## src/rtl/core/prd_pkg.sv

```systemverilog
package prd_pkg;

	// Fixed field widths
	localparam int CHAN_W     = 8;
	localparam int POS_W      = 20;
	localparam int LEN_W      = 21;
	localparam int FP_W       = 21;
	localparam int CFG_IDX_W  = 3;
	localparam int CFG_DATA_W = 21;
	localparam int COLOR_W    = 3 * CHAN_W;
	localparam int PROD_W     = 2 * CHAN_W;
	// Room for any frame limit (parameter range tops out at 2^24)
	localparam int LIM_W      = 25;

	localparam logic [CHAN_W-1:0] CHAN_ZERO = 8'h00;
	localparam logic [CHAN_W-1:0] CHAN_MAX  = 8'hFF;

	typedef enum logic [1:0] {
		CMD_PAL_WR = 2'd0,
		CMD_DATA   = 2'd1,
		CMD_FRAME  = 2'd2
	} cmd_t;

	typedef enum logic [1:0] {
		PH_COUNT = 2'd0,
		PH_ALPHA = 2'd1,
		PH_INDEX = 2'd2
	} phase_t;

	typedef enum logic [1:0] {
		MODE_RGB  = 2'd0,
		MODE_RGBA = 2'd1,
		MODE_BGRA = 2'd2
	} mode_t;

	typedef enum logic [CFG_IDX_W-1:0] {
		CFG_OUT_MODE     = 3'd0,
		CFG_TRANS_RED    = 3'd1,
		CFG_TRANS_GREEN  = 3'd2,
		CFG_TRANS_BLUE   = 3'd3,
		CFG_ALPHA_THRESH = 3'd4,
		CFG_FRAME_PIXELS = 3'd5
	} cfg_idx_t;

	typedef struct packed {
		logic [1:0]        out_mode;
		logic [CHAN_W-1:0] trans_red;
		logic [CHAN_W-1:0] trans_green;
		logic [CHAN_W-1:0] trans_blue;
		logic [CHAN_W-1:0] alpha_threshold;
		logic [FP_W-1:0]   frame_pixels;
	} cfg_t;

	// One run leaving the parser
	typedef struct packed {
		logic [POS_W-1:0]  pos;
		logic [LEN_W-1:0]  len;
		logic              err;
		logic              pixel;   // palette pixel, else transparent run
		logic              oob;     // palette index beyond the table
		logic [CHAN_W-1:0] alpha;
	} run_t;

endpackage

```

## src/rtl/core/prd_if.sv

```systemverilog
interface prd_byte_if import prd_pkg::*; ();
	logic              valid;
	logic              ready;
	logic [1:0]        cmd;
	logic [CHAN_W-1:0] pal_index;
	logic [CHAN_W-1:0] pal_red;
	logic [CHAN_W-1:0] pal_green;
	logic [CHAN_W-1:0] pal_blue;
	logic [CHAN_W-1:0] data_byte;

	modport source (
		output valid, cmd, pal_index, pal_red, pal_green, pal_blue, data_byte,
		input  ready
	);
	modport sink (
		input  valid, cmd, pal_index, pal_red, pal_green, pal_blue, data_byte,
		output ready
	);
endinterface


```

## src/rtl/core/prd_parse.sv

```systemverilog
module prd_parse import prd_pkg::*; #(
	parameter int MAX_FRAME_PIXELS = 1048576,
	parameter int PALETTE_DEPTH    = 256
) (
	input  logic   clk,
	input  logic   arst_n,
	input  cfg_t   cfg,
	prd_byte_if.sink bytes,
	input  logic   s2_ready,
	output logic   v_s1,
	output run_t   run_s1
);

	localparam int PW    = $clog2(MAX_FRAME_PIXELS + 1);
	localparam int SUM_W = LIM_W + 1;
	localparam int IDX_W = CHAN_W + 1;

	phase_t            phase_q, phase_d;
	logic [CHAN_W-1:0] count_q, count_d;
	logic [CHAN_W-1:0] alpha_q, alpha_d;
	logic [PW-1:0]     pos_q, pos_d;
	logic              accept;
	logic [LIM_W-1:0]  lim;
	logic [CHAN_W-1:0] len_data;
	logic [SUM_W-1:0]  end_sum;
	logic              ovf;
	logic              emit;
	run_t              run_d;
	logic              v_s1_q;
	run_t              run_s1_q;

	// s1 holds one run; it frees up whenever s2 can take it
	assign bytes.ready = !v_s1_q || s2_ready;
	assign accept      = bytes.valid && bytes.ready;

	// Frame limit, clamped to the largest supported frame
	assign lim = (LIM_W'(cfg.frame_pixels) > LIM_W'(MAX_FRAME_PIXELS)) ?
		LIM_W'(MAX_FRAME_PIXELS) : LIM_W'(cfg.frame_pixels);

	// Run end and overflow check
	assign len_data = (phase_q == PH_INDEX) ? CHAN_W'(1) : count_q;
	assign end_sum  = SUM_W'(pos_q) + SUM_W'(len_data);
	assign ovf      = end_sum > SUM_W'(lim);

	// Next parse state
	always_comb begin
		phase_d = phase_q;
		count_d = count_q;
		alpha_d = alpha_q;
		pos_d   = pos_q;
		case (cmd_t'(bytes.cmd))
			CMD_FRAME: begin
				phase_d = PH_COUNT;
				count_d = '0;
				alpha_d = '0;
				pos_d   = '0;
			end
			CMD_DATA: begin
				case (phase_q)
					PH_COUNT: begin
						count_d = bytes.data_byte;
						phase_d = PH_ALPHA;
					end
					PH_ALPHA: begin
						alpha_d = bytes.data_byte;
						if (bytes.data_byte == CHAN_ZERO) begin
							phase_d = PH_COUNT;
							if (count_q != CHAN_ZERO && !ovf) begin
								pos_d = PW'(end_sum);
							end
						end else if (count_q == CHAN_ZERO) begin
							phase_d = PH_COUNT;
						end else begin
							phase_d = PH_INDEX;
						end
					end
					PH_INDEX: begin
						if (!ovf) begin
							pos_d = PW'(end_sum);
						end
						if (count_q != CHAN_ZERO) begin
							count_d = count_q - CHAN_W'(1);
						end
						if (count_q <= CHAN_W'(1)) begin
							phase_d = PH_COUNT;
						end
					end
					default: begin
						phase_d = PH_COUNT;
					end
				endcase
			end
			default: ;
		endcase
	end

	// Run emitted by this byte
	always_comb begin
		emit          = 1'b0;
		run_d.pos     = POS_W'(pos_q);
		run_d.len     = LEN_W'(len_data);
		run_d.err     = ovf;
		run_d.pixel   = (phase_q == PH_INDEX);
		run_d.oob     = IDX_W'(bytes.data_byte) >= IDX_W'(PALETTE_DEPTH);
		run_d.alpha   = (phase_q == PH_INDEX) ? alpha_q : CHAN_ZERO;
		case (cmd_t'(bytes.cmd))
			CMD_FRAME: begin
				emit        = (lim != '0);
				run_d.pos   = '0;
				run_d.len   = LEN_W'(lim);
				run_d.err   = 1'b0;
				run_d.pixel = 1'b0;
				run_d.alpha = CHAN_ZERO;
			end
			CMD_DATA: begin
				case (phase_q)
					PH_ALPHA: emit = (bytes.data_byte == CHAN_ZERO) && (count_q != CHAN_ZERO);
					PH_INDEX: emit = 1'b1;
					default:  emit = 1'b0;
				endcase
			end
			default: ;
		endcase
	end

	// Parse state registers
	always_ff @(posedge clk or negedge arst_n) begin
		if (!arst_n) begin
			phase_q <= PH_COUNT;
			count_q <= '0;
			alpha_q <= '0;
			pos_q   <= '0;
		end else if (accept) begin
			phase_q <= phase_d;
			count_q <= count_d;
			alpha_q <= alpha_d;
			pos_q   <= pos_d;
		end
	end

	// Stage 1: run descriptor, aligned with the palette read
	always_ff @(posedge clk or negedge arst_n) begin
		if (!arst_n) begin
			v_s1_q <= 1'b0;
		end else if (bytes.ready) begin
			v_s1_q <= accept && emit;
		end
	end

	always_ff @(posedge clk) begin
		if (accept) begin
			run_s1_q <= run_d;
		end
	end

	assign v_s1   = v_s1_q;
	assign run_s1 = run_s1_q;

endmodule

```

## src/flat_wrapper.sv

```systemverilog
// flat-port wrapper written by rule: the top's interface ports become plain ports
module prd_parse_flat import prd_pkg::*;
#(
	parameter int MAX_FRAME_PIXELS = 1048576,
	parameter int PALETTE_DEPTH    = 256
)
  (clk, arst_n, cfg, s2_ready, v_s1, run_s1, bytes_valid, bytes_cmd, bytes_pal_index, bytes_pal_red, bytes_pal_green, bytes_pal_blue, bytes_data_byte, bytes_ready);
  prd_byte_if bytes_i ();
  input  logic clk;
  input  logic arst_n;
  input  cfg_t cfg;
  input  logic s2_ready;
  output logic v_s1;
  output run_t run_s1;
  input wire logic [$bits(bytes_i.valid)-1:0] bytes_valid;
  input wire logic [$bits(bytes_i.cmd)-1:0] bytes_cmd;
  input wire logic [$bits(bytes_i.pal_index)-1:0] bytes_pal_index;
  input wire logic [$bits(bytes_i.pal_red)-1:0] bytes_pal_red;
  input wire logic [$bits(bytes_i.pal_green)-1:0] bytes_pal_green;
  input wire logic [$bits(bytes_i.pal_blue)-1:0] bytes_pal_blue;
  input wire logic [$bits(bytes_i.data_byte)-1:0] bytes_data_byte;
  output wire logic [$bits(bytes_i.ready)-1:0] bytes_ready;
  assign bytes_i.valid = bytes_valid;
  assign bytes_i.cmd = bytes_cmd;
  assign bytes_i.pal_index = bytes_pal_index;
  assign bytes_i.pal_red = bytes_pal_red;
  assign bytes_i.pal_green = bytes_pal_green;
  assign bytes_i.pal_blue = bytes_pal_blue;
  assign bytes_i.data_byte = bytes_data_byte;
  assign bytes_ready = bytes_i.ready;
  prd_parse #(.MAX_FRAME_PIXELS(MAX_FRAME_PIXELS), .PALETTE_DEPTH(PALETTE_DEPTH)) u_core (.clk(clk), .arst_n(arst_n), .cfg(cfg), .bytes(bytes_i), .s2_ready(s2_ready), .v_s1(v_s1), .run_s1(run_s1));
endmodule
```

## config.mk

```make
export PLATFORM = sky130hd
export DESIGN_NAME = prd_parse_flat
export DESIGN_NICKNAME = d
export VERILOG_FILES = /design/src/rtl/core/prd_pkg.sv /design/src/rtl/core/prd_if.sv /design/src/rtl/core/prd_parse.sv /design/src/flat_wrapper.sv
export SDC_FILE = /design/constraint.sdc
export NUM_CORES = 1
export LEC_CHECK = 0
export ABC_AREA = 1
export BUFFER_PORTS_ARGS = -buffer_cell sky130_fd_sc_hd__buf_4
export CAP_MARGIN = 15
export CORE_ASPECT_RATIO = 0.5
export CORE_MARGIN = 3
export CORE_UTILIZATION = 55
export CTS_BUF_LIST = sky130_fd_sc_hd__clkbuf_2
export CTS_CLUSTER_SIZE = 20
export DETAILED_ROUTE_END_ITERATION = 16
export PLACE_DENSITY = 0.84
export SLEW_MARGIN = 20
export SYNTH_ARGS = -nofsm -noshare
export SYNTH_HDL_FRONTEND = slang
export SYNTH_SLANG_ARGS = --single-unit
```

## constraint.sdc

```tcl
create_clock -name clk -period 8.3 [get_ports clk]
set_input_delay 1.66 -clock clk [delete_from_list [all_inputs] [get_ports clk]]
set_output_delay 1.66 -clock clk [all_outputs]
set_load 0.005 [all_outputs]
```

==> key figures <==
Run status
  • Status: complete, no violations

Synth
  • Unique cell type count in the Yosys netlist: 34
  • Post-synth EDFFs: around 50
  • Yosys top cell by area: edfxtp_1
  • Seq/Total Area, Yosys: a little under half
  • Most frequent cell after synthesis: nand2_1
  • Gate Count Post-Synth: around 690
  • Ys async rst share: between 40 and 50%
  • Most used DFF post-synth: edfxtp_1
  • Post-synth top cells: 182 x nand2_1, 103 x nor2_1, 93 x inv_1
  • Top cell type's share of synthesized area: between 20 and 30%
  • Syn_area_per_cell: about 8 um^2
  • Warnings, synthesis: 0
  • Area of the mapped netlist: around 5500 um^2
  • Register bit count reported by yosys: 91
  • Synth top area cells: edfxtp_1 28%, dfrtp_1 18%, nand2_1 12%, ha_1 8.4%, nor2_1 7.0%
  • Post-synth net total: 831

Floorplan
  • Starting Density: between 50% and 60%
  • FP Rows: 25
  • Core area: between 9000 and 10,000 um^2
  • Chip Width: approximately 150 um
  • I/O pins: between 150 and 200
  • Die ar.: between 10,000 and 15,000 um^2
  • Die height: between 70 and 80 um

Clocking
  • Cts repair resizes: 0
  • Root Driver: clkbuf_2
  • Clock buffer count from CTS: 9
  • H-tree depth: 3
  • Post-CTS setup buffer count: 0
  • Worst-path clk slew: ~0.24 ns
  • CTS Buffer Depth: 2
  • Sink Count: 91
  • Worst-Skew Late Latency: approximately 0.60 ns
  • CTS tree: built
  • Hold-fix buffers, CTS: 0

STA
  • Setup TNS: 0 ns
  • Hold Vio Cnt, Final: 0
  • RSZ-0062 raised after global routing: no
  • Final worst slack: around 2.7 ns
  • Final setup viols: 0
  • Relative slew slack: approximately two fifths
  • Worst hold slack: around 0.53 ns
  • Clk_skew: approximately 0.042 ns
  • Min Tclk post-route: 5.62 ns
  • Worst-Margin Slew: between 0.9 and 1 ns
  • Final Cycle Share: between 60% and 70%
  • Max Slew Vio Count: 0
  • FMAX: 178 MHz

Global routing
  • Total Routing Usage GR: between 20% and 30%
  • Global-route wire length before repair: approximately 22 mm
  • Largest net degree at the start of global routing: 53
  • Met2 global-route usage: approximately two fifths
  • Global route overflow: 0
  • Initial antenna violation count: 0
  • Met3 GRT Util: 5.96%
  • M1 GR Usage: approximately 33%
  • Number of global-route vias before repair: between 4,000 and 5,000
  • Gr busiest metal: met2

Setup path
  • Largest stage delay on the critical path: about 0.6 ns
  • Crit path max-delay cell type: ha_1
  • Stages on the worst setup path: 28
  • Worst path required time: 8.80 ns
  • Family with the most delay on the worst path: simple AND/OR/NAND/NOR gates
  • RR Endpoint: u_core.pos_q[2]
  • Worst R2R Setup Slack: 2.68 ns
  • CP Buf/Inv Count: 5
  • Cell mode on critical path: nand2_1
  • Signal arrival time at the worst endpoint: roughly 6.1 ns
  • CP Capture Type: flop
  • Critical setup path kind: reg2reg
  • Worst r2r src: u_core.phase_q[0]
  • CP Max Fanout: 22
  • Crit start category: flop
  • Cells on worst reg2reg path: 28

Min path
  • Hold endpoint: u_core.alpha_q[2]
  • Min-delay src: u_core.alpha_q[2]
  • Hold Crit Depth: 2
  • HP Class: reg2reg

Pwr
  • Sw Share: about a third
  • Net switching power: ~0.38 mW
  • Worst vdd rail ir drop: just under 0.09 mV
  • Cell Pwr Density: between 150 and 200 nW/um^2
  • Clock power frac: approximately 25%
  • Pwr Total: 1.15 mW
  • Leakage power: around 3.2 nW
  • Internal power: 0.772 mW
  • Reg power frac: between 40% and 50%
  • Comb power frac: 27.1%

Final layout
  • Fraction of layout cells with a size suffix above 1: 15.4%
  • Multi-input logic area: between 2000 and 2500 um^2
  • Nets: 909
  • Final Core Density: about two thirds
  • Fill cells: about 800
  • Antenna Cells: 0
  • FF/Latch Area: between 2000 and 3000 um^2
  • Layout area overhead: 16.0%

Route
  • WL final: between 10 and 15 mm
  • Drt initial violations: just over 400
  • Vias per std cell: between 5 and 6
  • DRC violations left: 0
  • Via Count: around 4,900
  • Pre-antenna DRT Iters: 6
  • Post-route ant nets: 0
  • WL per Instance: around 15 um

Place
  • Port-buffer cells: slightly below 90
  • Final HPWL DP: approximately 9.7 mm
  • RD Place Congestion: between 0.9 and 1
  • Setup slack after placement: between 2 and 3 ns

Run
  • Max cap viols: 0
[area by class of cell]
class / count / area share, %
Clock inverter: 7 / 1.82
Inverter: 94 / 5.55
Clock buffer: 9 / 0.706
Sequential cell: 91 / 39.7
Multi-Input combinational cell: 485 / 39.1
Tap cell: 135 / 2.65
Timing Repair Buffer: 89 / 10.5
[flip-flops by register name (all words and copies together), names as in the netlist]
name and cells:
u_core.count_q 8, u_core.phase_q 2, u_core.pos_q 21, u_core.run_s1 51
u_core.alpha_q 8, u_core.v_s1 1
[metal layers]
layer  vias to the layer above  wire length, um
li1                       2366                -
met1                      2245             5770
met2                       213             5980
met3                        27             1240
met4                         0              227
met5                         -                0
[cells by family after synthesis]
family	count (synthesis)	synth area share [%]
AO/OA/AOI/OAI	60	5.91
XOR/XNOR	18	2.86
adder cells (fa/ha/maj)	38	8.77
buffers and inverters	116	8.61
flip-flops	91	46.0
other	1	0.0681
AND/OR/NAND/NOR	368	27.8
[power groups by stage]
| stage | Combinational, mW | Clock [mW] | Sequential (mW) |
|---|---|---|---|
| floorplan | 0.202 | 0 | 0.554 |
| global placement | 0.294 | 0 | 0.556 |
| detailed placement | 0.306 | 0 | 0.558 |
| CTS | 0.309 | 0.289 | 0.548 |
| global route | 0.355 | 0.309 | 0.553 |
| finish | 0.311 | 0.288 | 0.549 |
[stage by stage]
| step | cells | cell area [um^2] |
|---|---|---|
| 6_report | 910 | 6380 |
| 5_1_grt | 910 | 6380 |
| 4_1_cts | 910 | 6380 |
| 3_5_place_dp | 894 | 6220 |
| 3_3_place_gp | 894 | 6220 |
| 2_1_floorplan | 692 | 5510 |
[tightest hold or removal path: stages (launching register included)]
cell and delay (ns):
dfrtp_1 0.40, nand2_1 0.06, o21ai_0 0.06
[how the worst max path moves through the flow]
stage	startpoint	endpoint	slack (ns)
floorplan	cfg[5]	u_core.pos_q[17]	4.10
global placement	cfg[5]	u_core.pos_q[0]	2.98
detailed placement	cfg[5]	u_core.pos_q[2]	2.82
CTS	u_core.phase_q[0]	u_core.pos_q[2]	2.80
global route	u_core.phase_q[0]	u_core.pos_q[8]	2.10
finish	u_core.phase_q[0]	u_core.pos_q[2]	2.68
[placed cells by master (no fill, tap or decap)]
cell type,Yosys,final
a211oi_1,1,1
a21oi_1,17,17
and2_1,1,1
buf_4,6,89
bufinv_16,0,3
clkbuf_2,0,9
clkinv_2,0,3
clkinv_4,0,1
clkinvlp_4,0,1
conb_1,1,1
dfrtp_1,40,40
edfxtp_1,51,51
fa_1,1,1
ha_1,37,37
inv_1,93,92
inv_2,1,1
nand2_1,182,182
nand2_2,3,3
nand2_4,1,1
nand3_1,43,43
nand3b_1,2,2
nand4_1,8,8
nor2_1,103,103
nor2_2,2,2
nor3_1,13,13
nor4_1,3,3
nor4b_1,1,1
o2111ai_1,2,2
o211ai_1,3,3
o21a_1,2,2
o21ai_0,33,33
o21ai_1,1,1
o21bai_1,1,1
or2_2,6,6
xnor2_1,1,1
xor2_1,17,17
(Power assumes the default switching activity.)
