<file path="src/rtl/core/prd_pkg.sv">
package prd_pkg;

	// Fixed field widths
	localparam int CHAN_W     = 8;
	localparam int POS_W      = 20;
	localparam int LEN_W      = 21;
	localparam int FP_W       = 21;
	localparam int CFG_IDX_W  = 3;
	localparam int CFG_DATA_W = 21;
	localparam int COLOR_W    = 3 * CHAN_W;
	localparam int PROD_W     = 2 * CHAN_W;
	// Room for any frame limit (parameter range tops out at 2^24)
	localparam int LIM_W      = 25;

	localparam logic [CHAN_W-1:0] CHAN_ZERO = 8'h00;
	localparam logic [CHAN_W-1:0] CHAN_MAX  = 8'hFF;

	typedef enum logic [1:0] {
		CMD_PAL_WR = 2'd0,
		CMD_DATA   = 2'd1,
		CMD_FRAME  = 2'd2
	} cmd_t;

	typedef enum logic [1:0] {
		PH_COUNT = 2'd0,
		PH_ALPHA = 2'd1,
		PH_INDEX = 2'd2
	} phase_t;

	typedef enum logic [1:0] {
		MODE_RGB  = 2'd0,
		MODE_RGBA = 2'd1,
		MODE_BGRA = 2'd2
	} mode_t;

	typedef enum logic [CFG_IDX_W-1:0] {
		CFG_OUT_MODE     = 3'd0,
		CFG_TRANS_RED    = 3'd1,
		CFG_TRANS_GREEN  = 3'd2,
		CFG_TRANS_BLUE   = 3'd3,
		CFG_ALPHA_THRESH = 3'd4,
		CFG_FRAME_PIXELS = 3'd5
	} cfg_idx_t;

	typedef struct packed {
		logic [1:0]        out_mode;
		logic [CHAN_W-1:0] trans_red;
		logic [CHAN_W-1:0] trans_green;
		logic [CHAN_W-1:0] trans_blue;
		logic [CHAN_W-1:0] alpha_threshold;
		logic [FP_W-1:0]   frame_pixels;
	} cfg_t;

	// One run leaving the parser
	typedef struct packed {
		logic [POS_W-1:0]  pos;
		logic [LEN_W-1:0]  len;
		logic              err;
		logic              pixel;   // palette pixel, else transparent run
		logic              oob;     // palette index beyond the table
		logic [CHAN_W-1:0] alpha;
	} run_t;

endpackage

</file>
<file path="src/rtl/core/prd_if.sv">


interface prd_run_if import prd_pkg::*; ();
	logic              valid;
	logic              ready;
	logic [POS_W-1:0]  pixel_pos;
	logic [LEN_W-1:0]  run_len;
	logic [CHAN_W-1:0] chan0;
	logic [CHAN_W-1:0] chan1;
	logic [CHAN_W-1:0] chan2;
	logic [CHAN_W-1:0] chan3;
	logic              overflow_error;

	modport source (
		output valid, pixel_pos, run_len, chan0, chan1, chan2, chan3, overflow_error,
		input  ready
	);
	modport sink (
		input  valid, pixel_pos, run_len, chan0, chan1, chan2, chan3, overflow_error,
		output ready
	);
endinterface

</file>
<file path="src/rtl/core/prd_color.sv">
module prd_color import prd_pkg::*; (
	input  logic               clk,
	input  logic               arst_n,
	input  cfg_t               cfg,
	input  logic               v_s1,
	input  run_t               run_s1,
	input  logic [COLOR_W-1:0] pal_rd,
	output logic               s2_ready,
	prd_run_if.source          runs
);

	// Exact floor(x/255) for x up to 255*255
	function automatic logic [CHAN_W-1:0] div255(input logic [PROD_W-1:0] x);
		logic [PROD_W:0] t;
		t = (PROD_W+1)'(x) + (PROD_W+1)'(1) + (PROD_W+1)'(x >> CHAN_W);
		return CHAN_W'(t >> CHAN_W);
	endfunction

	logic              mode_rgb;
	logic [CHAN_W-1:0] pal_r, pal_g, pal_b, inv_a;
	logic              trans_d, blend_d;
	logic [PROD_W-1:0] sum_r_d, sum_g_d, sum_b_d;

	logic               v_s2_q;
	run_t               run_s2;
	logic [COLOR_W-1:0] col_s2;
	logic [PROD_W-1:0]  sum_r_s2, sum_g_s2, sum_b_s2;
	logic               trans_s2, blend_s2;

	logic              adv_out;
	logic [CHAN_W-1:0] fin_r, fin_g, fin_b, fin_a;
	logic [CHAN_W-1:0] c0_d, c1_d, c2_d, c3_d;

	logic              out_v_q;
	logic [POS_W-1:0]  out_pos_q;
	logic [LEN_W-1:0]  out_len_q;
	logic [CHAN_W-1:0] out_c0_q, out_c1_q, out_c2_q, out_c3_q;
	logic              out_err_q;

	assign mode_rgb = (cfg.out_mode == MODE_RGB);
	assign adv_out  = !out_v_q || runs.ready;
	assign s2_ready = !v_s2_q || adv_out;

	// s1: palette color and blend products
	assign pal_r = run_s1.oob ? CHAN_ZERO : pal_rd[3*CHAN_W-1:2*CHAN_W];
	assign pal_g = run_s1.oob ? CHAN_ZERO : pal_rd[2*CHAN_W-1:CHAN_W];
	assign pal_b = run_s1.oob ? CHAN_ZERO : pal_rd[CHAN_W-1:0];
	assign inv_a = CHAN_MAX - run_s1.alpha;

	assign trans_d = !run_s1.pixel || (mode_rgb && run_s1.alpha < cfg.alpha_threshold);
	assign blend_d = mode_rgb;

	assign sum_r_d = PROD_W'(pal_r) * PROD_W'(run_s1.alpha)
		+ PROD_W'(cfg.trans_red) * PROD_W'(inv_a);
	assign sum_g_d = PROD_W'(pal_g) * PROD_W'(run_s1.alpha)
		+ PROD_W'(cfg.trans_green) * PROD_W'(inv_a);
	assign sum_b_d = PROD_W'(pal_b) * PROD_W'(run_s1.alpha)
		+ PROD_W'(cfg.trans_blue) * PROD_W'(inv_a);

	// Stage 2 registers
	always_ff @(posedge clk or negedge arst_n) begin
		if (!arst_n) begin
			v_s2_q <= 1'b0;
		end else if (s2_ready) begin
			v_s2_q <= v_s1;
		end
	end

	always_ff @(posedge clk) begin
		if (s2_ready && v_s1) begin
			run_s2   <= run_s1;
			col_s2   <= {pal_r, pal_g, pal_b};
			sum_r_s2 <= sum_r_d;
			sum_g_s2 <= sum_g_d;
			sum_b_s2 <= sum_b_d;
			trans_s2 <= trans_d;
			blend_s2 <= blend_d;
		end
	end

	// s2: final color
	always_comb begin
		if (trans_s2) begin
			fin_r = cfg.trans_red;
			fin_g = cfg.trans_green;
			fin_b = cfg.trans_blue;
		end else if (blend_s2) begin
			fin_r = div255(sum_r_s2);
			fin_g = div255(sum_g_s2);
			fin_b = div255(sum_b_s2);
		end else begin
			fin_r = col_s2[3*CHAN_W-1:2*CHAN_W];
			fin_g = col_s2[2*CHAN_W-1:CHAN_W];
			fin_b = col_s2[CHAN_W-1:0];
		end
		fin_a = run_s2.alpha;
	end

	// Channel order; an overflowed run carries no color
	always_comb begin
		c1_d = fin_g;
		case (mode_t'(cfg.out_mode))
			MODE_RGB: begin
				c0_d = fin_r;
				c2_d = fin_b;
				c3_d = CHAN_ZERO;
			end
			MODE_RGBA: begin
				c0_d = fin_r;
				c2_d = fin_b;
				c3_d = fin_a;
			end
			default: begin
				c0_d = fin_b;
				c2_d = fin_r;
				c3_d = fin_a;
			end
		endcase
		if (run_s2.err) begin
			c0_d = CHAN_ZERO;
			c1_d = CHAN_ZERO;
			c2_d = CHAN_ZERO;
			c3_d = CHAN_ZERO;
		end
	end

	// Output register
	always_ff @(posedge clk or negedge arst_n) begin
		if (!arst_n) begin
			out_v_q <= 1'b0;
		end else if (adv_out) begin
			out_v_q <= v_s2_q;
		end
	end

	always_ff @(posedge clk) begin
		if (adv_out && v_s2_q) begin
			out_pos_q <= run_s2.pos;
			out_len_q <= run_s2.len;
			out_c0_q  <= c0_d;
			out_c1_q  <= c1_d;
			out_c2_q  <= c2_d;
			out_c3_q  <= c3_d;
			out_err_q <= run_s2.err;
		end
	end

	assign runs.valid          = out_v_q;
	assign runs.pixel_pos      = out_pos_q;
	assign runs.run_len        = out_len_q;
	assign runs.chan0          = out_c0_q;
	assign runs.chan1          = out_c1_q;
	assign runs.chan2          = out_c2_q;
	assign runs.chan3          = out_c3_q;
	assign runs.overflow_error = out_err_q;

endmodule

</file>
<file path="src/flat_wrapper.sv">
// flat-port wrapper written by rule: the top's interface ports become plain ports
module prd_color_flat import prd_pkg::*;
  (clk, arst_n, cfg, v_s1, run_s1, pal_rd, s2_ready, runs_valid, runs_pixel_pos, runs_run_len, runs_chan0, runs_chan1, runs_chan2, runs_chan3, runs_overflow_error, runs_ready);
  prd_run_if runs_i ();
  input  logic clk;
  input  logic arst_n;
  input  cfg_t cfg;
  input  logic v_s1;
  input  run_t run_s1;
  input  logic [COLOR_W-1:0] pal_rd;
  output logic s2_ready;
  output wire logic [$bits(runs_i.valid)-1:0] runs_valid;
  output wire logic [$bits(runs_i.pixel_pos)-1:0] runs_pixel_pos;
  output wire logic [$bits(runs_i.run_len)-1:0] runs_run_len;
  output wire logic [$bits(runs_i.chan0)-1:0] runs_chan0;
  output wire logic [$bits(runs_i.chan1)-1:0] runs_chan1;
  output wire logic [$bits(runs_i.chan2)-1:0] runs_chan2;
  output wire logic [$bits(runs_i.chan3)-1:0] runs_chan3;
  output wire logic [$bits(runs_i.overflow_error)-1:0] runs_overflow_error;
  input wire logic [$bits(runs_i.ready)-1:0] runs_ready;
  assign runs_valid = runs_i.valid;
  assign runs_pixel_pos = runs_i.pixel_pos;
  assign runs_run_len = runs_i.run_len;
  assign runs_chan0 = runs_i.chan0;
  assign runs_chan1 = runs_i.chan1;
  assign runs_chan2 = runs_i.chan2;
  assign runs_chan3 = runs_i.chan3;
  assign runs_overflow_error = runs_i.overflow_error;
  assign runs_i.ready = runs_ready;
  prd_color u_core (.clk(clk), .arst_n(arst_n), .cfg(cfg), .v_s1(v_s1), .run_s1(run_s1), .pal_rd(pal_rd), .s2_ready(s2_ready), .runs(runs_i));
endmodule
</file>
<file path="config.mk">
export PLATFORM = sky130hd
export DESIGN_NAME = prd_color_flat
export DESIGN_NICKNAME = d
export VERILOG_FILES = /design/src/rtl/core/prd_pkg.sv /design/src/rtl/core/prd_if.sv /design/src/rtl/core/prd_color.sv /design/src/flat_wrapper.sv
export SDC_FILE = /design/constraint.sdc
export NUM_CORES = 1
export LEC_CHECK = 0
export ABC_CLOCK_PERIOD_IN_PS = 5600
export BUFFER_PORTS_ARGS = -buffer_cell sky130_fd_sc_hd__buf_2
export CELL_PAD_IN_SITES_DETAIL_PLACEMENT = 1
export CELL_PAD_IN_SITES_GLOBAL_PLACEMENT = 2
export CORE_ASPECT_RATIO = 0.9
export CORE_MARGIN = 2
export CORE_UTILIZATION = 40
export DETAILED_ROUTE_END_ITERATION = 12
export PLACE_DENSITY = 0.89
export SYNTH_ARGS = -nofsm -noshare
export SYNTH_HDL_FRONTEND = slang
export SYNTH_SLANG_ARGS = --single-unit
</file>
<file path="constraint.sdc">
create_clock -name clk -period 5.6 [get_ports clk]
set_clock_uncertainty 0.1 [all_clocks]
set_input_delay 0.28 -clock clk [delete_from_list [all_inputs] [get_ports clk]]
set_output_delay 0.28 -clock clk [all_outputs]
set_load 0.1 [all_outputs]
</file>
==> results of run 1 <==
-- sequential cells by signal, indices dropped and copies added (netlist names) --
name and count:
u_core.blend_s2 1, u_core.col_s2 24, u_core.fin_a 8, u_core.run_s2 42
u_core.runs.chan0 8, u_core.runs.chan1 8, u_core.runs.chan2 8, u_core.runs.chan3 8
u_core.runs.overflow_error 1, u_core.runs.pixel_pos 20, u_core.runs.run_len 21, u_core.runs.valid 1
u_core.sum_b_s2 16, u_core.sum_g_s2 16, u_core.sum_r_s2 16, u_core.trans_s2 1
u_core.v_s2_q 1
-- kinds of logic after synthesis --
family	count (synthesis)
AO/OA/AOI/OAI	162
flip-flops	200
XOR/XNOR	56
AND/OR/NAND/NOR	565
adder cells (fa/ha/maj)	502
multiplexers	9
other	1
buffers and inverters	482
-- repair_timing --
action	CTS	global route
hold buffers	44	0
hold endpoints to repair	45	0
endpoints found under the setup margin	5	13
resized for setup	7	54
pin swaps	0	28
setup buffers	0	5
gates cloned	0	1
-- per-stage QoR --
stage	setup TNS, ns	util (%)	hold WS, ns	std cells
2_1_floorplan	-0.00901	-	-0.116	1979
3_3_place_gp	-4.98	46.4	-0.0353	2965
3_5_place_dp	-8.80	46.4	-0.0294	2965
4_1_cts	0	48.5	0.0269	3041
5_1_grt	-0.220	49.1	0.0431	3047
6_report	0	49.1	0.0509	3048
-- final timing paths --
check	end	start	slack [ns]
worst max-delay path	u_core.sum_g_s2[15]	run_s1[8]	0.09
worst min-delay path	u_core.runs.valid	arst_n	0.05
worst max register to register	u_core.runs.chan0[7]	u_core.sum_b_s2[11]	2.52
worst min register to register	u_core.runs.run_len[9]	u_core.run_s2[20]	0.32
max in group asynchronous	u_core.v_s2_q	arst_n	5.25
min in group clk	u_core.blend_s2	cfg[53]	0.06
-- synthesized netlist by cell type (11+ instances only) --
| master | number | area share, % |
|---|---|---|
| xnor2_1 | 38 | 1.6 |
| clkbuf_1 | 70 | 1.2 |
| o22ai_1 | 14 | 0.42 |
| o21a_1 | 13 | 0.46 |
| a21oi_1 | 35 | 0.83 |
| nand2b_1 | 66 | 2.0 |
| a21o_1 | 11 | 0.39 |
| nor2b_1 | 155 | 4.6 |
| o21ai_0 | 28 | 0.66 |
| inv_1 | 403 | 7.2 |
| nand2_1 | 121 | 2.2 |
| nor2_1 | 61 | 1.1 |
| and2_1 | 115 | 3.4 |
| xor2_1 | 18 | 0.75 |
| nor3_1 | 12 | 0.28 |
| fa_1 | 288 | 27 |
| ha_1 | 214 | 13 |
| a211oi_1 | 13 | 0.46 |
| edfxtp_1 | 198 | 28 |
-- per-layer routing --
metal  global-route usage [%]  up-vias  part of all wire [%]
li1                         -     6949                     -
met1                     31.5     7939                    45
met2                     39.6      399                    48
met3                     3.39       66                   4.8
met4                     4.91        0                   1.8
met5                        0        -                     0
-- area by class of cell --
class,count,share of cell area [%]
clock buffers,17,1.67
inverters,404,5.95
multi-input cells,1297,52.8
clock inverters,15,0.904
repair buffers,426,11.7
well taps,688,3.38
flip-flops and latches,200,23.5
diodes,1,0.00982
-- power by group through the flow --
stage	Sequential, mW	Clock, mW	Combinational, mW
2_1_floorplan	2.70	0	4.66
3_3_place_gp	2.43	0	7.35
5_1_grt	2.44	1.42	9.22
3_5_place_dp	2.45	0	7.78
6_report	2.42	1.36	8.24
4_1_cts	2.42	1.36	7.87
==> impl_metrics.tcl, run 1 <==
set metrics [dict create \
    status "finished clean" \
    grt_antenna_before_repair 3 \
    syn_avg_cell_area_um2 10.7 \
    drc_errors 0 \
    start_util_pct 40.6 \
    end_kind "flip-flop" \
    seq_power_share_pct 20.2 \
    power_density_nw_per_um2 472 \
    io_buffers 189 \
    grt_start_max_net_pins 75 \
    cp-start-kind "primary input" \
    fmax_mhz 181 \
    cp.arrival_ns 5.63 \
    rsz0062_at_grt "yes" \
    track_usage_pct 23.3 \
    maxCapViolations 0 \
    wl_per_cell_um 20.4 \
    placed_cell_area_um2 24100 \
    grt_pass1_wl_mm 97.2 \
    rr_worst_depth 8 \
    core_um2 51900 \
    hold_class "in2async" \
    netlist_area_um2 21100 \
    setup_viol 0 \
    yosys.cell_types.count 63 \
    worstSkewPairLatency_ns 0.46 \
    wl_mm 62.2 \
    cp.required_ns 5.71 \
    final_antenna_net_count 0 \
    slew_viol_final 0 \
    synthSimpleGateAreaFrac_pct 14.6 \
    final_cell_mix "403 x inv_1, 284 x fa_1, 210 x ha_1, 198 x edfxtp_1, 186 x buf_2" \
    die_h_um 222 \
    ctsLongestPathBuffers 2 \
    dr.pass1.iters 5 \
    fin_ws_ns 0.0868 \
    path_max_fanout 9 \
    slew_headroom_pct 29.0 \
    dieArea_um2 54500 \
    p_comb_share_pct 68.5 \
    syn-instance-count 1977 \
    overflow 0 \
    critical_path_buf_inv_count 8 \
    hpwlAfterDp_mm 50.2 \
    critical_path.top_delay_family "adder cells" \
    area_delta_synth_final_pct 20.9 \
    synthAdderAreaFrac_pct 40.1 \
    vias 15400 \
    critPathKind "in2reg" \
    cp_slowest_cell "fa_1" \
    drt_iter0_markers 756 \
    placementRows 79 \
    final-seq-area_um2 6000 \
    synth_mux_area_share_pct 0.439 \
    via_per_inst 5.04 \
    clockPowerShare_pct 11.3 \
    ys_seq_area_share_pct 28.5 \
    power.switching_mw 5.44 \
    ys_warn_count 0 \
    final_common_cell "inv_1" \
    multi_input_area_um2 13500 \
    die_x_um 246 \
    async_reset_ff_share_pct 1.00 \
    synth_top_family_by_area "adder cells" \
    fin_crit_ns 5.51 \
    synth_xor_area_share_pct 2.33 \
    peakVddDrop_uv 377 \
    path_depth 24 \
    cpPeakStageDelay_ns 0.55 \
    h-tree-depth 4 \
    hold_viol 0 \
    tightest_slew_ns 1.07 \
    place.gp.congestion 0.838 \
    crit_path_frequent_cell "fa_1" \
    ys.flop_type "edfxtp_1" \
    design_area_um2 25500 \
    synth-edff-count 198 \
    clock-sinks 200 \
    fin_nets 2983 \
    cts_tree "done" \
    synth-compound-area-share_pct 5.31 \
    sw_frac_of_total_pct 45.2 \
    crit_chain "buf_4, buf_12, buf_12, nor2b_1, buf_4, nand2_1, fa_1, fa_1, inv_1, fa_1, fa_1, fa_1, inv_1, fa_1, inv_1, ha_4, buf_4, nand2_1, o21ai_1, o21ai_2, o211ai_1, a21o_1, a21oi_2, xnor2_1" \
    n_fill_cell 5740 \
    power_mw 12.0 \
    final_layout_size_suffix_gt1_share_pct 20.0 \
    io_pins 211 \
    fin_crit_sh_pct 98.5 \
    internal_power_mw 6.58 \
    post-place-ws_ns -0.695 \
    cts_root_buf "clkbuf_16" \
    grt_pass1_vias 17400 \
    p_leak_nw 12.1 \
    cts_buffers 17 \
    ys_seq_elements 200 \
    cts.clk_slew.worst_paths_ns 0.09 \
]
Power figures use the tool's default switching activity.
==> run 2: changes to the inputs <==
--- a/config.mk
+++ b/config.mk
@@ -13,6 +13,7 @@
 export CORE_MARGIN = 2
 export CORE_UTILIZATION = 40
 export DETAILED_ROUTE_END_ITERATION = 12
+export GPL_TIMING_DRIVEN = 0
 export PLACE_DENSITY = 0.89
 export SYNTH_ARGS = -nofsm -noshare
 export SYNTH_HDL_FRONTEND = slang
==> run 2 against run 1 <==
Final cell count fell by 2.1%; non-clock buffer count fell by 67; global-route usage rose by 1.2 points; register-to-register slack got worse by 0.06 ns; via count rose by 0.20%; clock power fell by 6%; final area fell by 0.34%; sequential power barely moved; combinational power barely moved; first-iteration DRC count rose by 22%; largest power group unchanged.
==> impl_metrics.tcl, run 2 (synthesized netlist as in run 1, its figures left out) <==
set metrics [dict create \
    place.gp.congestion 0.844 \
    grt_antenna_before_repair 5 \
    core_um2 51900 \
    path_max_fanout 8 \
    drt_iter0_markers 921 \
    cts_buffers 17 \
    peakVddDrop_uv 495 \
    cp.required_ns 5.70 \
    post-place-ws_ns -1.76 \
    worstSkewPairLatency_ns 0.46 \
    dr.pass1.iters 5 \
    setup_viol 0 \
    power_mw 11.9 \
    hold_viol 0 \
    maxCapViolations 0 \
    area_delta_synth_final_pct 20.5 \
    hold_class "in2reg" \
    track_usage_pct 24.5 \
    fmax_mhz 180 \
    rsz0062_at_grt "yes" \
    n_fill_cell 5706 \
    wl_mm 65.4 \
    cts_tree "done" \
    io_buffers 189 \
    placementRows 79 \
    fin_tns_setup_ns 0 \
    h-tree-depth 4 \
    final_common_cell "inv_1" \
    cp-start-kind "primary input" \
    status "finished clean" \
    reg2reg_slack_ns 2.46 \
    hpwlAfterDp_mm 50.0 \
    end_kind "flip-flop" \
    grt_start_max_net_pins 73 \
    overflow 0 \
    fin_crit_sh_pct 99.4 \
    design_area_um2 25400 \
    drc_errors 0 \
    fin_crit_ns 5.57 \
    place_inst 2858 \
    final_layout_size_suffix_gt1_share_pct 18.5 \
    slew_viol_final 0 \
    hold_depth 1 \
    via_per_inst 5.16 \
    vias 15400 \
    grt_pass1_vias 17400 \
    fin_nets 2916 \
    critPathKind "in2reg" \
    p_leak_nw 11.9 \
    final_antenna_net_count 0 \
    die_h_um 222 \
    die_x_um 246 \
    cp.arrival_ns 5.67 \
    ctsLongestPathBuffers 2 \
    holdWs_ns 0.0256 \
    tightest_slew_ns 0.908 \
    largest_register_ffs 42 \
    io_pins 211 \
    slew_headroom_pct 39.4 \
    largest_register "u_core.run_s2" \
    grt_pass1_wl_mm 101 \
    dieArea_um2 54500 \
    power_density_nw_per_um2 469 \
    start_util_pct 40.6 \
    postLayoutCoreUtil_pct 48.9 \
    fin_ws_ns 0.0327 \
    rr_worst_depth 8 \
    clock-sinks 200 \
    cts.clk_slew.worst_paths_ns 0.07 \
    placed_cell_area_um2 23000 \
    cts_root_buf "clkbuf_16" \
    final_cell_mix "401 x inv_1, 285 x fa_1, 201 x ha_1, 198 x edfxtp_1, 183 x buf_2" \
    wl_per_cell_um 21.9 \
    fin_cells 2984 \
]
==> run 2: changes by cell type in the layout (fill, tap and decap cells not counted), sizes merged <==
cell / before / now
inv: 414 / 410
diode: 1 / 4
buf: 380 / 259
clkinv: 5 / 7
dlygate4sd3: 44 / 46
clkinvlp: 0 / 1
clkbuf: 19 / 72
==> run 2: worst max-delay path: stages <==
cell	delay (ns)
buf_12	0.12
clkbuf_16	0.16
nor2b_4	0.16
buf_8	0.13
nand2_1	0.07
fa_1	0.56
fa_1	0.44
fa_1	0.55
inv_1	0.05
fa_1	0.48
fa_1	0.55
fa_1	0.57
ha_4	0.35
nand2_4	0.06
o21ai_4	0.19
o41ai_2	0.09
buf_4	0.15
buf_4	0.13
o21bai_1	0.16
xor2_1	0.39
==> run 2: timing repair <==
action,in CTS,in global routing
hold buffers,46,0
gates cloned,1,1
setup buffers,16,28
pin swaps,12,51
resized for setup,179,105
endpoints found under the setup margin,29,12
endpoints found under the hold margin,47,0
==> run 2: report_power, final <==
group	internal [mW]	switching [mW]	total, mW
combinational	3.41	4.80	8.21
sequential	2.21	0.198	2.41
clock	0.618	0.666	1.28
total	6.24	5.67	11.9
==> run 2: final cells by class <==
cell class                 instances  area (um2)  area share, %
timing repair buffer             282        1850           7.27
antenna                            4        10.0         0.0394
clock buffer                      18         429           1.69
sequential                       200        6000           23.6
inverter                         404        1520           5.97
multi-input combinational       1297       13700           53.9
clock inverter                    14         191          0.754
buffer                            77         857           3.38
tap                              688         861           3.39
==> run 2: routing by layer <==
metal | share of wire [%] | track usage, % | vias up | routed length (um)
li1 | - | - | 6818 | -
met1 | 43 | 32.7 | 8026 | 28400
met2 | 49 | 41.4 | 475 | 32000
met3 | 6.0 | 4.24 | 64 | 3920
met4 | 1.7 | 5.85 | 0 | 1110
met5 | 0 | 0 | - | 0
==> run 2: final timing paths <==
check                                          from                   endpoint
worst min register to register    u_core.run_s2[50]  u_core.runs.pixel_pos[18]
worst min-delay path                      run_s1[1]            u_core.fin_a[1]
min in group asynchronous                    arst_n          u_core.runs.valid
worst max-delay path                      run_s1[8]        u_core.sum_r_s2[10]
worst max register to register  u_core.sum_b_s2[10]       u_core.runs.chan0[7]
max in group asynchronous                    arst_n              u_core.v_s2_q
==> run 3: changes to the inputs <==
--- a/config.mk
+++ b/config.mk
@@ -5,13 +5,14 @@
 export SDC_FILE = /design/constraint.sdc
 export NUM_CORES = 1
 export LEC_CHECK = 0
+export ABC_AREA = 1
 export ABC_CLOCK_PERIOD_IN_PS = 5600
 export BUFFER_PORTS_ARGS = -buffer_cell sky130_fd_sc_hd__buf_2
 export CELL_PAD_IN_SITES_DETAIL_PLACEMENT = 1
 export CELL_PAD_IN_SITES_GLOBAL_PLACEMENT = 2
 export CORE_ASPECT_RATIO = 0.9
 export CORE_MARGIN = 2
-export CORE_UTILIZATION = 40
+export CORE_UTILIZATION = 38
 export DETAILED_ROUTE_END_ITERATION = 12
 export GPL_TIMING_DRIVEN = 0
 export PLACE_DENSITY = 0.89
==> run 3 against run 2 <==
Register-to-register slack improved by 0.80 ns; non-clock buffer count fell by 55; utilization fell by 4.1 points; critical path depth fell by 2; largest power group unchanged; routed wire length rose by 6.2%; combinational power fell by 6.9%.
==> impl_metrics.tcl, run 3 <==
set metrics [dict create \
    h-tree-depth 4 \
    synth_common_cells "563 x inv_1, 439 x nand2_1, 349 x nor2_1" \
    drc_errors 0 \
    io_buffers 189 \
    start_util_pct 38.6 \
    grt_pass1_wl_mm 107 \
    core_um2 55800 \
    worstSkewPairLatency_ns 0.49 \
    synth-edff-count 198 \
    yosysTopAreaCell "edfxtp_1" \
    syn_avg_cell_area_um2 8.97 \
    power_density_nw_per_um2 460 \
    fin_tns_setup_ns 0 \
    final_antenna_net_count 0 \
    overflow 0 \
    die_x_um 255 \
    place.gp.congestion 0.910 \
    synth_area_leaders "edfxtp_1 28%, fa_1 27%, ha_1 12%, inv_1 9.8%, nand2_1 7.7%" \
    cts.clk_slew.worst_paths_ns 0.08 \
    slew_headroom_pct 37.7 \
    dr.pass1.iters 5 \
    final_cell_mix "543 x inv_1, 421 x nand2_1, 349 x nor2_1, 288 x fa_1, 214 x ha_1" \
    largest_register "u_core.run_s2" \
    cp-start-kind "primary input" \
    p_leak_nw 12.9 \
    fin_crit_sh_pct 97.7 \
    synth_most_common_cell "inv_1" \
    end_kind "flip-flop" \
    placementRows 82 \
    wl_per_cell_um 20.2 \
    area_delta_synth_final_pct 16.1 \
    track_usage_pct 24.5 \
    cts_root_buf "clkbuf_16" \
    tightest_slew_ns 0.934 \
    cp.arrival_ns 5.60 \
    grt_antenna_before_repair 5 \
    ys_warn_count 0 \
    hold_class "in2reg" \
    final-seq-area_um2 6000 \
    ys.flop_type "edfxtp_1" \
    place_inst 3350 \
    fmax_mhz 183 \
    final_layout_size_suffix_gt1_share_pct 12.6 \
    ys_seq_area_share_pct 27.9 \
    fin_crit_ns 5.47 \
    io_pins 211 \
    clock-sinks 200 \
    synth_top_area_share_pct 27.6 \
    fin_cells 3441 \
    grt_pass1_vias 18900 \
    fin_nets 3307 \
    cts_tree "done" \
    cts_buffers 17 \
    multi_input_area_um2 13200 \
    drt_iter0_markers 910 \
    die_h_um 230 \
    syn-instance-count 2399 \
    status "finished clean" \
    path_max_fanout 10 \
    setup_viol 0 \
    critPathKind "in2reg" \
    maxCapViolations 0 \
    yosys.cell_types.count 44 \
    async_reset_ff_share_pct 1.00 \
    slew_viol_final 0 \
    final_common_cell "inv_1" \
    grt_start_max_net_pins 92 \
    dieArea_um2 58600 \
    cp.required_ns 5.73 \
    wl_mm 69.4 \
    ctsLongestPathBuffers 2 \
    peakVddDrop_uv 344 \
    largest_register_ffs 42 \
    n_fill_cell 6679 \
    via_per_inst 4.96 \
    netlist_area_um2 21500 \
    ys_seq_elements 200 \
    vias 17100 \
    hpwlAfterDp_mm 56.6 \
    hold_viol 0 \
]
-- run 3: cell type report --
class                      count  share of cell area (%)
tap                          756                    3.79
clock inverter                15                   0.801
buffer                        47                    1.25
inverter                     569                    8.73
multi-input combinational   1578                    53.0
sequential                   200                    24.0
clock buffer                  17                    1.70
timing repair buffer         257                    6.73
antenna                        2                  0.0200
-- run 3: worst paths after layout --
path,from,endpoint,slack (ns),cells after the start
worst max-delay path,run_s1[7],u_core.sum_r_s2[14],0.13,18
worst min-delay path,v_s1,u_core.v_s2_q,0.03,3
worst max register to register,u_core.sum_b_s2[10],u_core.runs.chan0[1],3.26,13
worst min register to register,u_core.run_s2[13],u_core.runs.run_len[2],0.32,0
max in group asynchronous,arst_n,u_core.runs.valid,4.70,3
min in group asynchronous,arst_n,u_core.v_s2_q,0.57,3
-- run 3: routing by layer --
layer  wire [um]  track usage, %  up-vias
li1            -               -     7828
met1       29000            31.1     8672
met2       34200            42.1      428
met3        3910            4.23      120
met4        2200            8.17        6
met5          48               0        -
-- run 3: cells by family (layout without fill, tap and decap cells) --
group	count (synthesis)	count (layout)	synth area share [%]
flip-flops	200	200	27.9
adder cells (fa/ha/maj)	502	502	39.2
buffers and inverters	623	905	11.1
AND/OR/NAND/NOR	916	916	16.9
other	1	5	0.0174
XOR/XNOR	48	48	1.95
AO/OA/AOI/OAI	109	109	2.91
-- run 3: per-stage QoR --
stage / setup WS [ns] / total power, mW / utilization (%) / cell area [um2] / hold WS [ns]
3_5_place_dp: -1.82 / 10.1 / 42.2 / 23600 / -0.0218
4_1_cts: -0.0515 / 11.5 / 44.4 / 24800 / 0.00414
6_report: 0.126 / 11.5 / 44.8 / 25000 / 0.0273
3_3_place_gp: -1.77 / 9.81 / 42.0 / 23400 / -0.0352
2_1_floorplan: 0.0522 / 8.15 / - / 21500 / -0.116
5_1_grt: -0.0162 / 12.7 / 44.8 / 25000 / 0.0104
-- run 3: repair_timing --
item                       in CTS  in global routing
resized for setup              54                 71
hold endpoints to repair       50                  0
setup endpoints to repair      30                 18
hold buffers                   50                  0
setup buffers                   4                 10
-- run 3: power breakdown --
part / internal (mW) / leakage [nW] / switching, mW / total (mW)
Sequential: 2.26 / 1.94 / 0.240 / 2.50
Combinational: 2.81 / 10.7 / 4.83 / 7.64
Clock: 0.661 / 0.307 / 0.699 / 1.36
-- run 3: worst max-delay path: stages --
cell      delay (ns)
buf_2           0.18
clkbuf_1        0.63
nor2_1          0.15
fa_1            0.48
fa_1            0.51
inv_1           0.05
fa_1            0.47
inv_1           0.06
fa_1            0.45
fa_1            0.49
inv_1           0.05
fa_1            0.47
inv_1           0.04
ha_1            0.36
a21o_1          0.24
a221oi_1        0.34
nand3_1         0.16
xor2_1          0.17
